$ cat config.mk
export PLATFORM = sky130hd
export DESIGN_NAME = radio_seek_controller_flat
export DESIGN_NICKNAME = d
export VERILOG_FILES = /design/src/design/rsc_pkg.sv /design/src/design/rsc_item_if.sv /design/src/design/rsc_result_if.sv /design/src/design/radio_seek_controller.sv /design/src/flat_wrapper.sv
export SDC_FILE = /design/constraint.sdc
export NUM_CORES = 1
export LEC_CHECK = 0
export ABC_AREA = 1
export BUFFER_PORTS_ARGS = -buffer_cell sky130_fd_sc_hd__buf_2
export CAP_MARGIN = 20
export CORE_MARGIN = 2
export CORE_UTILIZATION = 57
export DETAILED_ROUTE_END_ITERATION = 8
export HOLD_SLACK_MARGIN = 0.02
export PLACE_DENSITY = 0.84
export SLEW_MARGIN = 20
export SYNTH_ARGS = -nofsm -noshare
export SYNTH_HDL_FRONTEND = slang
export SYNTH_SLANG_ARGS = --single-unit
$ cat constraint.sdc
create_clock -name clk -period 8.8 [get_ports clk]
set_clock_uncertainty 0.2 [all_clocks]
set_input_delay 1.32 -clock clk [delete_from_list [all_inputs] [get_ports clk]]
set_output_delay 1.32 -clock clk [all_outputs]
set_load 0.05 [all_outputs]
$ cat src/design/rsc_pkg.sv
// ----------------------------------------------------------------------------
// Seek controller package
// Codes, field widths and band limits shared by the seek controller files.
// ----------------------------------------------------------------------------
`default_nettype none

package rsc_pkg;

    localparam int FREQ_W      = 17;
    localparam int CFG_INDEX_W = 3;
    localparam int CFG_DATA_W  = 10;
    localparam int STEP_W      = 10;
    localparam int AM_STEP_W   = 7;
    localparam int OFFSET_W    = 7;
    localparam int CMD_FREQ_W  = 15;

    // Item modes
    localparam logic [1:0] MODE_START  = 2'd0;
    localparam logic [1:0] MODE_REPORT = 2'd1;
    localparam logic [1:0] MODE_STOP   = 2'd2;

    // Result kinds
    localparam logic KIND_TUNE   = 1'b0;
    localparam logic KIND_FINISH = 1'b1;

    // Configuration register indexes
    localparam logic [CFG_INDEX_W-1:0] REG_FM_STEP         = 3'd0;
    localparam logic [CFG_INDEX_W-1:0] REG_AM_STEP         = 3'd1;
    localparam logic [CFG_INDEX_W-1:0] REG_RSSI_LIMIT_FM   = 3'd2;
    localparam logic [CFG_INDEX_W-1:0] REG_RSSI_LIMIT_AM   = 3'd3;
    localparam logic [CFG_INDEX_W-1:0] REG_OFFSET_LIMIT_FM = 3'd4;
    localparam logic [CFG_INDEX_W-1:0] REG_OFFSET_LIMIT_AM = 3'd5;
    localparam logic [CFG_INDEX_W-1:0] REG_NOISE_LIMIT     = 3'd6;
    localparam logic [CFG_INDEX_W-1:0] REG_MULTIPATH_LIMIT = 3'd7;

    // Sub-band numbers
    localparam logic [2:0] SB_FM = 3'd0;
    localparam logic [2:0] SB_LW = 3'd1;
    localparam logic [2:0] SB_MW = 3'd2;
    localparam logic [2:0] SB_SW = 3'd3;
    localparam logic [2:0] SB_WX = 3'd4;

    // Band edges in kHz
    localparam logic [FREQ_W-1:0] FM_LOW  = 17'd87500;
    localparam logic [FREQ_W-1:0] FM_HIGH = 17'd108000;
    localparam logic [FREQ_W-1:0] LW_LOW  = 17'd144;
    localparam logic [FREQ_W-1:0] LW_HIGH = 17'd288;
    localparam logic [FREQ_W-1:0] MW_LOW  = 17'd880;
    localparam logic [FREQ_W-1:0] MW_HIGH = 17'd1710;
    localparam logic [FREQ_W-1:0] SW_LOW  = 17'd2300;
    localparam logic [FREQ_W-1:0] SW_HIGH = 17'd27000;
    localparam logic [FREQ_W-1:0] WX_LOW  = 17'd1;
    localparam logic [FREQ_W-1:0] WX_HIGH = 17'd7;

    localparam logic [7:0] SEARCH_CODE = 8'h20;
    localparam logic [2:0] READY_MIN   = 3'd5;

    // x / 10 as (x * 104858) >> 20, exact for every 17-bit x
    localparam logic [16:0] DIV10_RECIP = 17'd104858;
    localparam int          DIV10_SHIFT = 20;

endpackage

`default_nettype wire

$ cat src/design/rsc_item_if.sv
// ----------------------------------------------------------------------------
// Seek controller input channel
// Valid/ready channel carrying start, quality report and stop items.
// ----------------------------------------------------------------------------
`default_nettype none

interface rsc_item_if import rsc_pkg::*; ();

    logic              valid;
    logic              ready;
    logic [1:0]        mode;
    logic              direction;
    logic              band_fm;
    logic [FREQ_W-1:0] start_freq;
    logic [7:0]        status_byte;
    logic [7:0]        level_byte;
    logic [7:0]        noise_byte;
    logic [7:0]        multipath_byte;
    logic [7:0]        offset_byte;
    logic              stop_value;

    modport source (
        output valid, mode, direction, band_fm, start_freq, status_byte,
               level_byte, noise_byte, multipath_byte, offset_byte, stop_value,
        input  ready
    );

    modport sink (
        input  valid, mode, direction, band_fm, start_freq, status_byte,
               level_byte, noise_byte, multipath_byte, offset_byte, stop_value,
        output ready
    );

endinterface

`default_nettype wire

$ cat src/design/rsc_result_if.sv
// ----------------------------------------------------------------------------
// Seek controller result channel
// Valid/ready channel carrying tune commands and seek-finished results.
// ----------------------------------------------------------------------------
`default_nettype none

interface rsc_result_if import rsc_pkg::*; ();

    logic              valid;
    logic              ready;
    logic              kind;
    logic [7:0]        cmd_mode;
    logic [6:0]        cmd_freq_high;
    logic [7:0]        cmd_freq_low;
    logic              found;
    logic [FREQ_W-1:0] freq;

    modport source (
        output valid, kind, cmd_mode, cmd_freq_high, cmd_freq_low, found, freq,
        input  ready
    );

    modport sink (
        input  valid, kind, cmd_mode, cmd_freq_high, cmd_freq_low, found, freq,
        output ready
    );

endinterface

`default_nettype wire

$ cat src/design/radio_seek_controller.sv
// ----------------------------------------------------------------------------
// Radio seek controller
// Steps a tuner through a sub-band, issues search-tune commands and judges
// quality reports until a station is found, the band wraps or a stop is set.
// ----------------------------------------------------------------------------
// Usage:
//   item   : start, quality report and stop items (valid/ready, transfer when
//            both are high).
//   result : one tune command or one seek-finished result per start item and
//            per ready report taken while seeking; other items give nothing.
//   cfg_*  : register writes, taken whenever cfg_we is high; write only while
//            the block is idle.
//   Each item is handled in the cycle of its transfer; its result is shown
//   from the next cycle in the output register. One item per cycle is sustained
//   while results are taken, set by the single add/compare/divide-by-ten pass.
//   A stalled receiver holds the output register; item ready stays high while
//   that register is empty or being drained in the same cycle.
//   Reset returns the registers to their defaults, stops any seek, clears the
//   stop flag and empties the output register; no clearing pass is needed.
// ----------------------------------------------------------------------------
`default_nettype none

module radio_seek_controller import rsc_pkg::*; (
    input  logic                   clk,
    input  logic                   rst_n,
    input  logic                   cfg_we,
    input  logic [CFG_INDEX_W-1:0] cfg_index,
    input  logic [CFG_DATA_W-1:0]  cfg_data,
    rsc_item_if.sink               item,
    rsc_result_if.source           result
);

    // Configuration registers
    logic [STEP_W-1:0]    fm_step_reg;
    logic [AM_STEP_W-1:0] am_step_reg;
    logic [7:0]           rssi_limit_fm_reg;
    logic [7:0]           rssi_limit_am_reg;
    logic [OFFSET_W-1:0]  offset_limit_fm_reg;
    logic [OFFSET_W-1:0]  offset_limit_am_reg;
    logic [7:0]           noise_limit_reg;
    logic [7:0]           multipath_limit_reg;

    // Seek state
    logic              seeking_reg, seeking_next;
    logic [FREQ_W-1:0] cur_freq_reg, cur_freq_next;
    logic [FREQ_W-1:0] origin_reg, origin_next;
    logic              wrapped_reg, wrapped_next;
    logic              down_reg, down_next;
    logic              fm_reg, fm_next;
    logic [2:0]        sub_band_reg, sub_band_next;
    logic              stop_reg, stop_next;

    // Output register
    logic              out_valid_reg, out_valid_next;
    logic              kind_reg, kind_next;
    logic [7:0]        cmd_mode_reg, cmd_mode_next;
    logic [CMD_FREQ_W-1:0] cmd_freq_reg, cmd_freq_next;
    logic              found_reg, found_next;
    logic [FREQ_W-1:0] freq_reg, freq_next;

    // Working signals
    logic                  accept;
    logic                  is_start, is_report, is_stop;
    logic                  report_ready;
    logic                  pass;
    logic                  do_advance, do_found;
    logic [FREQ_W-1:0]     base_freq, base_origin;
    logic                  base_down, base_fm, base_wrapped;
    logic [2:0]            base_sb, start_sb;
    logic [FREQ_W-1:0]     band_lo, band_hi;
    logic [STEP_W-1:0]     step;
    logic [FREQ_W:0]       up_sum, down_floor;
    logic                  up_over, down_under;
    logic [FREQ_W-1:0]     step_freq;
    logic                  step_wrap, end_cycle;
    logic [33:0]           div_prod;
    logic [CMD_FREQ_W-1:0] cmd_freq;

    assign item.ready = !out_valid_reg || result.ready;
    assign accept     = item.valid && item.ready;
    assign is_start   = item.mode == MODE_START;
    assign is_report  = item.mode == MODE_REPORT;
    assign is_stop    = item.mode == MODE_STOP;

    // Sub-band of a start frequency
    always_comb
    begin
        if (item.band_fm)
            start_sb = SB_FM;
        else if (item.start_freq >= LW_LOW && item.start_freq <= LW_HIGH)
            start_sb = SB_LW;
        else if (item.start_freq >= MW_LOW && item.start_freq <= MW_HIGH)
            start_sb = SB_MW;
        else if (item.start_freq >= SW_LOW && item.start_freq <= SW_HIGH)
            start_sb = SB_SW;
        else
            start_sb = SB_WX;
    end

    // A start item loads the seek before its first step
    assign base_freq    = is_start ? item.start_freq : cur_freq_reg;
    assign base_origin  = is_start ? item.start_freq : origin_reg;
    assign base_down    = is_start ? item.direction  : down_reg;
    assign base_fm      = is_start ? item.band_fm    : fm_reg;
    assign base_wrapped = is_start ? 1'b0            : wrapped_reg;
    assign base_sb      = is_start ? start_sb        : sub_band_reg;

    always_comb
    begin
        case (base_sb)
            SB_FM:
            begin
                band_lo = FM_LOW;
                band_hi = FM_HIGH;
            end
            SB_LW:
            begin
                band_lo = LW_LOW;
                band_hi = LW_HIGH;
            end
            SB_MW:
            begin
                band_lo = MW_LOW;
                band_hi = MW_HIGH;
            end
            SB_SW:
            begin
                band_lo = SW_LOW;
                band_hi = SW_HIGH;
            end
            default:
            begin
                band_lo = WX_LOW;
                band_hi = WX_HIGH;
            end
        endcase
    end

    assign step       = base_fm ? fm_step_reg : {{(STEP_W-AM_STEP_W){1'b0}}, am_step_reg};
    assign up_sum     = {1'b0, base_freq} + {{(FREQ_W+1-STEP_W){1'b0}}, step};
    assign down_floor = {1'b0, band_lo} + {{(FREQ_W+1-STEP_W){1'b0}}, step};
    assign up_over    = up_sum > {1'b0, band_hi};
    assign down_under = {1'b0, base_freq} < down_floor;

    // Step one channel, wrapping to the opposite edge
    always_comb
    begin
        if (!base_down)
        begin
            step_freq = up_over ? band_lo : up_sum[FREQ_W-1:0];
            step_wrap = base_wrapped || up_over;
            end_cycle = step_wrap && (step_freq >= base_origin);
        end
        else
        begin
            step_freq = down_under ? band_hi
                                   : base_freq - {{(FREQ_W-STEP_W){1'b0}}, step};
            step_wrap = base_wrapped || down_under;
            end_cycle = step_wrap && (step_freq <= base_origin);
        end
    end

    assign div_prod = {17'd0, step_freq} * {17'd0, DIV10_RECIP};
    assign cmd_freq = base_fm ? {1'b0, div_prod[DIV10_SHIFT+13:DIV10_SHIFT]}
                              : step_freq[CMD_FREQ_W-1:0];

    // Quality test; the offset sign bit is dropped
    assign report_ready = item.status_byte[7:5] >= READY_MIN;
    always_comb
    begin
        if (fm_reg)
            pass = (item.level_byte > rssi_limit_fm_reg)
                && (item.offset_byte[OFFSET_W-1:0] < offset_limit_fm_reg)
                && (item.noise_byte < noise_limit_reg)
                && (item.multipath_byte < multipath_limit_reg);
        else
            pass = (item.level_byte > rssi_limit_am_reg)
                && (item.offset_byte[OFFSET_W-1:0] < offset_limit_am_reg);
    end

    assign do_found   = accept && is_report && seeking_reg && report_ready && pass;
    assign do_advance = accept && (is_start
                      || (is_report && seeking_reg && report_ready && !pass));

    always_comb
    begin
        seeking_next   = seeking_reg;
        cur_freq_next  = cur_freq_reg;
        origin_next    = origin_reg;
        wrapped_next   = wrapped_reg;
        down_next      = down_reg;
        fm_next        = fm_reg;
        sub_band_next  = sub_band_reg;
        stop_next      = stop_reg;
        out_valid_next = out_valid_reg && !result.ready;
        kind_next      = kind_reg;
        cmd_mode_next  = cmd_mode_reg;
        cmd_freq_next  = cmd_freq_reg;
        found_next     = found_reg;
        freq_next      = freq_reg;

        if (accept && is_start)
        begin
            cur_freq_next = item.start_freq;
            origin_next   = item.start_freq;
            down_next     = item.direction;
            fm_next       = item.band_fm;
            sub_band_next = start_sb;
            wrapped_next  = 1'b0;
            seeking_next  = 1'b1;
        end

        if (accept && is_stop)
            stop_next = item.stop_value;

        if (do_advance)
        begin
            out_valid_next = 1'b1;
            if (stop_reg)
            begin
                // stop latched: end at once, no step
                seeking_next  = 1'b0;
                kind_next     = KIND_FINISH;
                cmd_mode_next = 8'd0;
                cmd_freq_next = '0;
                found_next    = 1'b0;
                freq_next     = '0;
            end
            else
            begin
                cur_freq_next = step_freq;
                wrapped_next  = step_wrap;
                if (end_cycle)
                begin
                    seeking_next  = 1'b0;
                    kind_next     = KIND_FINISH;
                    cmd_mode_next = 8'd0;
                    cmd_freq_next = '0;
                    found_next    = 1'b0;
                    freq_next     = '0;
                end
                else
                begin
                    kind_next     = KIND_TUNE;
                    cmd_mode_next = SEARCH_CODE | {5'd0, base_sb};
                    cmd_freq_next = cmd_freq;
                    found_next    = 1'b0;
                    freq_next     = '0;
                end
            end
        end

        if (do_found)
        begin
            seeking_next   = 1'b0;
            out_valid_next = 1'b1;
            kind_next      = KIND_FINISH;
            cmd_mode_next  = 8'd0;
            cmd_freq_next  = '0;
            found_next     = 1'b1;
            freq_next      = cur_freq_reg;
        end
    end

    // Configuration writes
    always_ff @(posedge clk or negedge rst_n)
    begin
        if (!rst_n)
        begin
            fm_step_reg         <= 10'd100;
            am_step_reg         <= 7'd9;
            rssi_limit_fm_reg   <= 8'd76;
            rssi_limit_am_reg   <= 8'd126;
            offset_limit_fm_reg <= 7'd10;
            offset_limit_am_reg <= 7'd15;
            noise_limit_reg     <= 8'd70;
            multipath_limit_reg <= 8'd60;
        end
        else if (cfg_we)
        begin
            case (cfg_index)
                REG_FM_STEP:         fm_step_reg         <= cfg_data;
                REG_AM_STEP:         am_step_reg         <= cfg_data[AM_STEP_W-1:0];
                REG_RSSI_LIMIT_FM:   rssi_limit_fm_reg   <= cfg_data[7:0];
                REG_RSSI_LIMIT_AM:   rssi_limit_am_reg   <= cfg_data[7:0];
                REG_OFFSET_LIMIT_FM: offset_limit_fm_reg <= cfg_data[OFFSET_W-1:0];
                REG_OFFSET_LIMIT_AM: offset_limit_am_reg <= cfg_data[OFFSET_W-1:0];
                REG_NOISE_LIMIT:     noise_limit_reg     <= cfg_data[7:0];
                REG_MULTIPATH_LIMIT: multipath_limit_reg <= cfg_data[7:0];
                default:             fm_step_reg         <= fm_step_reg;
            endcase
        end
    end

    // Seek state and output valid
    always_ff @(posedge clk or negedge rst_n)
    begin
        if (!rst_n)
        begin
            seeking_reg   <= 1'b0;
            cur_freq_reg  <= '0;
            origin_reg    <= '0;
            wrapped_reg   <= 1'b0;
            down_reg      <= 1'b0;
            fm_reg        <= 1'b1;
            sub_band_reg  <= SB_FM;
            stop_reg      <= 1'b0;
            out_valid_reg <= 1'b0;
        end
        else
        begin
            seeking_reg   <= seeking_next;
            cur_freq_reg  <= cur_freq_next;
            origin_reg    <= origin_next;
            wrapped_reg   <= wrapped_next;
            down_reg      <= down_next;
            fm_reg        <= fm_next;
            sub_band_reg  <= sub_band_next;
            stop_reg      <= stop_next;
            out_valid_reg <= out_valid_next;
        end
    end

    // Result payload
    always_ff @(posedge clk)
    begin
        kind_reg     <= kind_next;
        cmd_mode_reg <= cmd_mode_next;
        cmd_freq_reg <= cmd_freq_next;
        found_reg    <= found_next;
        freq_reg     <= freq_next;
    end

    assign result.valid         = out_valid_reg;
    assign result.kind          = kind_reg;
    assign result.cmd_mode      = cmd_mode_reg;
    assign result.cmd_freq_high = cmd_freq_reg[14:8];
    assign result.cmd_freq_low  = cmd_freq_reg[7:0];
    assign result.found         = found_reg;
    assign result.freq          = freq_reg;

endmodule

`default_nettype wire

$ cat src/flat_wrapper.sv
// flat-port wrapper written by rule: the top's interface ports become plain ports
module radio_seek_controller_flat import rsc_pkg::*;
  (clk, rst_n, cfg_we, cfg_index, cfg_data, item_valid, item_mode, item_direction, item_band_fm, item_start_freq, item_status_byte, item_level_byte, item_noise_byte, item_multipath_byte, item_offset_byte, item_stop_value, item_ready, result_valid, result_kind, result_cmd_mode, result_cmd_freq_high, result_cmd_freq_low, result_found, result_freq, result_ready);
  rsc_item_if item_i ();
  rsc_result_if result_i ();
  input  logic clk;
  input  logic rst_n;
  input  logic cfg_we;
  input  logic [CFG_INDEX_W-1:0] cfg_index;
  input  logic [CFG_DATA_W-1:0] cfg_data;
  input wire logic [$bits(item_i.valid)-1:0] item_valid;
  input wire logic [$bits(item_i.mode)-1:0] item_mode;
  input wire logic [$bits(item_i.direction)-1:0] item_direction;
  input wire logic [$bits(item_i.band_fm)-1:0] item_band_fm;
  input wire logic [$bits(item_i.start_freq)-1:0] item_start_freq;
  input wire logic [$bits(item_i.status_byte)-1:0] item_status_byte;
  input wire logic [$bits(item_i.level_byte)-1:0] item_level_byte;
  input wire logic [$bits(item_i.noise_byte)-1:0] item_noise_byte;
  input wire logic [$bits(item_i.multipath_byte)-1:0] item_multipath_byte;
  input wire logic [$bits(item_i.offset_byte)-1:0] item_offset_byte;
  input wire logic [$bits(item_i.stop_value)-1:0] item_stop_value;
  output wire logic [$bits(item_i.ready)-1:0] item_ready;
  output wire logic [$bits(result_i.valid)-1:0] result_valid;
  output wire logic [$bits(result_i.kind)-1:0] result_kind;
  output wire logic [$bits(result_i.cmd_mode)-1:0] result_cmd_mode;
  output wire logic [$bits(result_i.cmd_freq_high)-1:0] result_cmd_freq_high;
  output wire logic [$bits(result_i.cmd_freq_low)-1:0] result_cmd_freq_low;
  output wire logic [$bits(result_i.found)-1:0] result_found;
  output wire logic [$bits(result_i.freq)-1:0] result_freq;
  input wire logic [$bits(result_i.ready)-1:0] result_ready;
  assign item_i.valid = item_valid;
  assign item_i.mode = item_mode;
  assign item_i.direction = item_direction;
  assign item_i.band_fm = item_band_fm;
  assign item_i.start_freq = item_start_freq;
  assign item_i.status_byte = item_status_byte;
  assign item_i.level_byte = item_level_byte;
  assign item_i.noise_byte = item_noise_byte;
  assign item_i.multipath_byte = item_multipath_byte;
  assign item_i.offset_byte = item_offset_byte;
  assign item_i.stop_value = item_stop_value;
  assign item_ready = item_i.ready;
  assign result_valid = result_i.valid;
  assign result_kind = result_i.kind;
  assign result_cmd_mode = result_i.cmd_mode;
  assign result_cmd_freq_high = result_i.cmd_freq_high;
  assign result_cmd_freq_low = result_i.cmd_freq_low;
  assign result_found = result_i.found;
  assign result_freq = result_i.freq;
  assign result_i.ready = result_ready;
  radio_seek_controller u_core (.clk(clk), .rst_n(rst_n), .cfg_we(cfg_we), .cfg_index(cfg_index), .cfg_data(cfg_data), .item(item_i), .result(result_i));
endmodule
* Word level (Yosys, flattened, before mapping) *
Cells that the tools add are included.

word-level totals
  register bits after elaboration = 148
  latch bits = 0
  bits in writable memories = 0
  bits in read-only memories = 0
  input bits = 80
  output and inout bits = 44
  word-level logic and storage cells = 136
  memories = 0

cells by class
  add/subtract/negate cells = 3
  multipliers = 1
  div/mod/pow operators = 0
  magnitude comparators = 17
  eq/ne operators = 12
  shift-type cells = 0
  multiplexer cells = 41
  bitwise operators = 0
  reduce and logical (&&, ||, !) cells = 40

operators with widths
  kind                      number
  $mux W17                  10
  $pmux W17 S4              2
  $mux W15                  3
  $add A17 B10 Y18          2
  $mul A17 B16 Y33 const B  1
  $logic_and A1 B1 Y1       21
  $gt A18 B17 Y1            1
  $lt A17 B18 Y1            1
  $mux W1                   18
  $ge A17 B10 Y1 const B    1
  $ge A17 B12 Y1 const B    1
  $ge A17 B17 Y1            1
  $ge A17 B8 Y1 const B     1
  $le A17 B11 Y1 const B    1
  $le A17 B15 Y1 const B    1
  $le A17 B17 Y1            1
  $le A17 B9 Y1 const B     1
  $sub A17 B10 Y17          1
  $gt A8 B8 Y1              2
  $lt A8 B8 Y1              2
  $reduce_and A2 Y1         8
  $mux W3                   5
  $lt A7 B7 Y1              2
  $eq A3 B2 Y1 const B      4
  other kinds (13)          23

* Depth between registers and ports, before layout *
  depth after elaboration = 19
  depth in mapped cells = 70
  mapped depth without buffers = 68

* Worst setup path after synthesis *
Ideal clock, no wire load.

  kind = input port to flip-flop
  start point = input port item_start_freq[13]
  end point = register u_core.cmd_freq_reg[10]
  library setup time = 0.134 ns
  arrival time = 10.666 ns
  data required time = 8.466 ns
  setup slack = -2.200 ns
  cell stages on the path = 62
  buffers on the path = 1
  cells stage by stage = or2_1 > nor2_2 > nand2_1 > nor2_2 > nand3_1 > nand2_1 > nand2_1 > nor2_2 > nand2_2 > nand2_8 > nor2_2 > nor2_4 > inv_1 > ha_1 > inv_1 > nor2_1 > nand2_1 > nand2_1 > [... 26 more ...] > fa_1 > fa_1 > inv_1 > fa_1 > inv_1 > fa_1 > inv_1 > ha_1 > a21oi_1 > o21ai_0 > a21oi_1 > nor2_1 > a311oi_1 > nand2_1 > nand2_1 > nand3_1 > o211ai_1 > a21oi_1

on the way
  word-level cells in the longest chain between the ends = 17
  elaborated cells between the ends (all ways) = 41
  classes of those cells = add/sub (3); mul (1); order compare (10); eq/ne (3); mux (16); reduce/logical (8)

RTL lines
  element                                                         RTL line                                                    source
  start: declaration                                              flat_wrapper.sv:15                                          input wire logic [$bits(item_i.start_freq)-1:0] item_start_freq;
  $ge A17 B12 Y1 / $le A17 B15 Y1 (equally long branches)         radio_seek_controller.sv:94                                 else if (item.start_freq >= SW_LOW && item.start_freq <= SW_HIGH)
  $logic_and A1 B1 Y1                                             radio_seek_controller.sv:94
  $mux W3                                                         radio_seek_controller.sv:94
  $mux W3                                                         radio_seek_controller.sv:92                                 else if (item.start_freq >= MW_LOW && item.start_freq <= MW_HIGH)
  $mux W3                                                         radio_seek_controller.sv:90                                 else if (item.start_freq >= LW_LOW && item.start_freq <= LW_HIGH)
  $mux W3                                                         radio_seek_controller.sv:88                                 if (item.band_fm)
  $mux W3                                                         radio_seek_controller.sv:106                                assign base_sb = is_start ? start_sb : sub_band_reg;
  $eq A3 B2 Y1 (tied with other cells)                            radio_seek_controller.sv:110                                case (base_sb)
  $pmux W17 S4                                                    radio_seek_controller.sv:110
  $add A17 B10 Y18                                                radio_seek_controller.sv:141                                assign down_floor = {1'b0, band_lo} + {{(FREQ_W+1-STEP_W){1'b0}}, step};
  $lt A17 B18 Y1                                                  radio_seek_controller.sv:143                                assign down_under = {1'b0, base_freq} < down_floor;
  $mux W17                                                        radio_seek_controller.sv:156                                step_freq = down_under ? band_hi
  $mux W17 / $le A17 B17 Y1 (equally long branches)               radio_seek_controller.sv:148, radio_seek_controller.sv:159
  $mul A17 B16 Y33 / $logic_and A1 B1 Y1 (equally long branches)  radio_seek_controller.sv:163, radio_seek_controller.sv:159
  $mux W15 / $mux W1 (equally long branches)                      radio_seek_controller.sv:164, radio_seek_controller.sv:148
  $mux W15 *                                                      radio_seek_controller.sv:233                                if (end_cycle)
  $mux W15 *                                                      radio_seek_controller.sv:219                                if (stop_reg)
  end signal: assignment                                          radio_seek_controller.sv:329                                cmd_freq_reg <= cmd_freq_next;
  end: declaration                                                radio_seek_controller.sv:57                                 logic [CMD_FREQ_W-1:0] cmd_freq_reg, cmd_freq_next;

Mark *: on every way between the ends. The rest lies on a longest branch, timed or not.
A chain may end at the register's enable or synchronous reset.

* Worst setup path after layout *
  start point = input port item_start_freq[13]
  end point = register u_core.cmd_freq_reg[7]

The elaborated chain is that of the path after synthesis.

==> summary.md <==
| Metric | Value |
|---|---|
| Number of distinct library cell variants in the gate-level netlist after synthesis | `67` |
| Final-report hold violation count | `0` |
| Number of vias per cell | `5.59` |
| Total clock buffers created by CTS | `17` |
| Post-placement worst setup slack | `-2.80 ns` |
| Fraction of final layout cells with drive strength greater than 1 | `0.336` |
| Setup-failing EPs final | `14` |
| CTS Root Cell | `sky130_fd_sc_hd__clkbuf_16` |
| H-tree depth | `4` |
| Count of yosys warnings during synthesis | `0` |
| Path category of the worst min-delay check | `flip-flop to flip-flop` |
| Syn avg cell area | `7.61 um^2` |
| Final Routed Wirelength | `59,600 um` |
| Chip height | `175 um` |
| Initial standard-cell utilization of the core | `0.579` |
| Category of the most critical setup path | `input port to flip-flop` |
| Area delta synth->final | `37.5%` |
| Number of routed nets with antenna violations | `0` |
| Starting DRT DRC Count | `between 1,000 and 1,500` |
| Cell row count | `62` |
| Gate count of the mapped netlist | `2,184` |
| Width of the die | `175 um` |
| Final Non-Filler Cells | `3,116` |
| Timing-limited maximum frequency | `96.0 MHz` |
| Core region area | `roughly 29,000 um^2` |
| Count of unresolved DRC violations after routing | `0` |
| Area enclosed by the die boundary | `30,500 um^2` |
| Async S/R FF share, synth | `0.736` |
| Uppermost signal routing layer after detailed routing | `met4` |
| Sum of met2 wire segment lengths after detailed routing | `slightly below 30,000 um` |
| Count of TritonRoute iterations in the first routing pass | `6` |
| Final global-route overflow total | `0` |
| Post-synthesis instance area | `16,600 um^2` |
| Number of clock sinks | `144` |
| Post-route standard cell area excluding fillers | `between 20,000 and 25,000 um^2` |
| Worst-path clk slew | `approximately 0.08 ns` |
| FF-to-FF path depth | `48` |
| Area of placed instances | `20,900 um^2` |
| CP Launch Type | `input port` |
| Later-pin clock latency in the skew report | `0.45 ns` |
| Slowest cell delay on critical path | `0.51 ns` |
| Initial antenna violation count | `0` |
| Period minus WS final | `10.42 ns` |
| PnR worst setup slack | `-1.62 ns` |
| Clock Tree Buf Depth | `2` |
| Most repeated library cell on the critical path | `sky130_fd_sc_hd__nand2_2` |
| First-pass GRT wire length | `92,500 um` |
| Vias in the first global route | `18,000` |
| # hold bufs at CTS | `0` |
| Unrepaired setup endpoints after global routing | `yes` |
| Diode insertion count for antenna repair | `0` |
| Critical Path End Type | `flip-flop` |
| Most frequent standard cell in the layout excluding fill and tap cells | `sky130_fd_sc_hd__buf_4` |
| Flip-flop and latch count after synthesis | `around 140` |
| Met1 wire length | `22,500 um` |
| Sum of negative setup slack | `-21.44 ns` |
| Worst hold path stage count | `2` |
| Critical Path AT | `10.54 ns` |
| Vias | `17,400` |
| Critical path data required time | `8.93 ns` |
| Crit path max fanout | `12` |
| Run status | `complete, but fails checks` |
| Slowest library cell on the worst path | `sky130_fd_sc_hd__fa_1` |
| CTS tree | `yes` |
| Tcrit/Tclk final | `1.18` |
| Number of nets at the end of the flow | `roughly 3,200` |
| Maximum number of pins on one net before global-route repair | `69` |
| # placed instances | `3,030` |
| Number of flops mapped to enable cells by yosys | `17` |
| WL/cell | `19.1 um` |
| Placer's final routability congestion estimate | `0.990` |
| Commonest cells after routing, fill and taps aside | `sky130_fd_sc_hd__buf_4 (432), sky130_fd_sc_hd__nand2_1 (395), sky130_fd_sc_hd__inv_1 (393)` |
| Half-perimeter wire length of the detailed placement result | `47,100 um` |
| Slew of the pin with the lowest slew margin | `0.998 ns` |
| Violated checks | `setup timing` |
| Max-slew headroom | `0.334` |
| Top flip-flop cell by instance count after synthesis | `sky130_fd_sc_hd__dfrtp_1` |
| All-layer global routing usage | `0.389` |
| # Max-Cap Violations | `0` |
| Met3 Wirelength | `3740 um` |
| Buffers on Ports | `113` |
| Sequential fraction of the synthesis area | `0.218` |
| Number of top-level pins | `between 100 and 150` |
| Final slew viol count | `0` |
==> routing by layer <==
| metal | vias to the layer above | global-route usage |
|---|---|---|
| li1 | 8132 | - |
| met1 | 8273 | 0.457 |
| met2 | 769 | 0.679 |
| met3 | 234 | 0.0509 |
| met4 | 0 | 0.235 |
| met5 | - | 0 |
==> synth_stat cells (3+ instances only) <==
cell	instances	area, um^2
sky130_fd_sc_hd__inv_1	418	1570
sky130_fd_sc_hd__nor3_1	19	95.1
sky130_fd_sc_hd__o211ai_1	26	195
sky130_fd_sc_hd__xnor2_1	7	61.3
sky130_fd_sc_hd__nor2_1	133	499
sky130_fd_sc_hd__a211oi_1	5	37.5
sky130_fd_sc_hd__ha_1	270	3380
sky130_fd_sc_hd__nand2_1	446	1670
sky130_fd_sc_hd__edfxtp_1	17	510
sky130_fd_sc_hd__nand3_2	5	50.1
sky130_fd_sc_hd__dfxtp_1	21	420
sky130_fd_sc_hd__nand3_1	63	315
sky130_fd_sc_hd__o21ai_1	13	65.1
sky130_fd_sc_hd__o21ai_0	165	826
sky130_fd_sc_hd__o21bai_1	17	128
sky130_fd_sc_hd__nand2_4	8	90.1
sky130_fd_sc_hd__dfstp_2	28	736
sky130_fd_sc_hd__o221ai_1	3	26.3
sky130_fd_sc_hd__buf_2	7	35.0
sky130_fd_sc_hd__dfrtp_1	78	1950
sky130_fd_sc_hd__nor2_2	7	43.8
sky130_fd_sc_hd__buf_1	3	11.3
sky130_fd_sc_hd__buf_4	4	30.0
sky130_fd_sc_hd__xor2_1	28	245
sky130_fd_sc_hd__fa_1	90	1800
sky130_fd_sc_hd__nand2_2	17	106
sky130_fd_sc_hd__a21oi_1	140	701
sky130_fd_sc_hd__nor2_4	4	45.0
sky130_fd_sc_hd__or2_2	3	18.8
sky130_fd_sc_hd__o21a_1	12	90.1
sky130_fd_sc_hd__inv_2	6	22.5
sky130_fd_sc_hd__clkbuf_1	32	120
sky130_fd_sc_hd__a31oi_1	11	68.8
sky130_fd_sc_hd__nand4_1	16	100
sky130_fd_sc_hd__nor4_1	8	50.1
sky130_fd_sc_hd__o21ai_2	3	26.3
sky130_fd_sc_hd__a21o_1	4	30.0
sky130_fd_sc_hd__or2_1	3	18.8
sky130_fd_sc_hd__a21oi_2	5	43.8
sky130_fd_sc_hd__nand3b_1	3	22.5
==> worst max-delay path: cells and delay by family <==
kind | cells | cell delay, ns
adders and majority gates | 9 | 3.47
AOI/OAI and AO/OA | 9 | 1.13
and+or+nand+nor | 26 | 2.83
buffers and inverters | 17 | 1.64
xor gates and xnor gates | 1 | 0.13
==> final cells by class <==
type	count	area, um^2
fill	1983	5860
clock inverter	14	158
inverter	427	1630
timing repair buffer	561	4040
clock buffer	18	450
multi-input combinational	1568	12500
sequential	144	3620
tap	384	480
==> worst paths after layout <==
check,startpoint,endpoint,slack [ns]
setup reg to reg,u_core.fm_reg,u_core.cmd_freq_reg[7],-0.63
hold reg to reg,u_core.result.kind,u_core.result.kind,0.26
setup / recovery,item_start_freq[13],u_core.cmd_freq_reg[7],-1.62
max in group asynchronous,rst_n,u_core.rssi_limit_fm_reg[0],6.44
hold / removal,u_core.result.kind,u_core.result.kind,0.26
min in group asynchronous,rst_n,u_core.cur_freq_reg[15],0.68
==> timing repair <==
item,CTS,global route
gates resized for setup,130,114
cloned,1,1
buffers inserted,33,19
pin swaps,88,78
setup endpoints to repair,14,14
==> cell families (layout without fill, tap and decap cells) <==
family,after synthesis,in the layout,share of synthesized area
simple gates,744,745,0.196
buf+inv,476,1020,0.110
compound gates,421,421,0.145
fa+ha+maj,360,360,0.312
flops,144,144,0.218
xor+xnor,35,35,0.0185
other cells,2,5,0.000452
mux,2,2,0.00136
==> through the flow <==
stage	hold WS, ns	utilization
4_1_cts	0.261	0.776
3_3_place_gp	0.236	0.729
3_5_place_dp	0.245	0.729
6_report	0.258	0.796
5_1_grt	0.285	0.796
2_1_floorplan	0.237	-
Power is not shown: default switching activity piles up to over one toggle a cycle in this logic, so the estimate is an artifact.
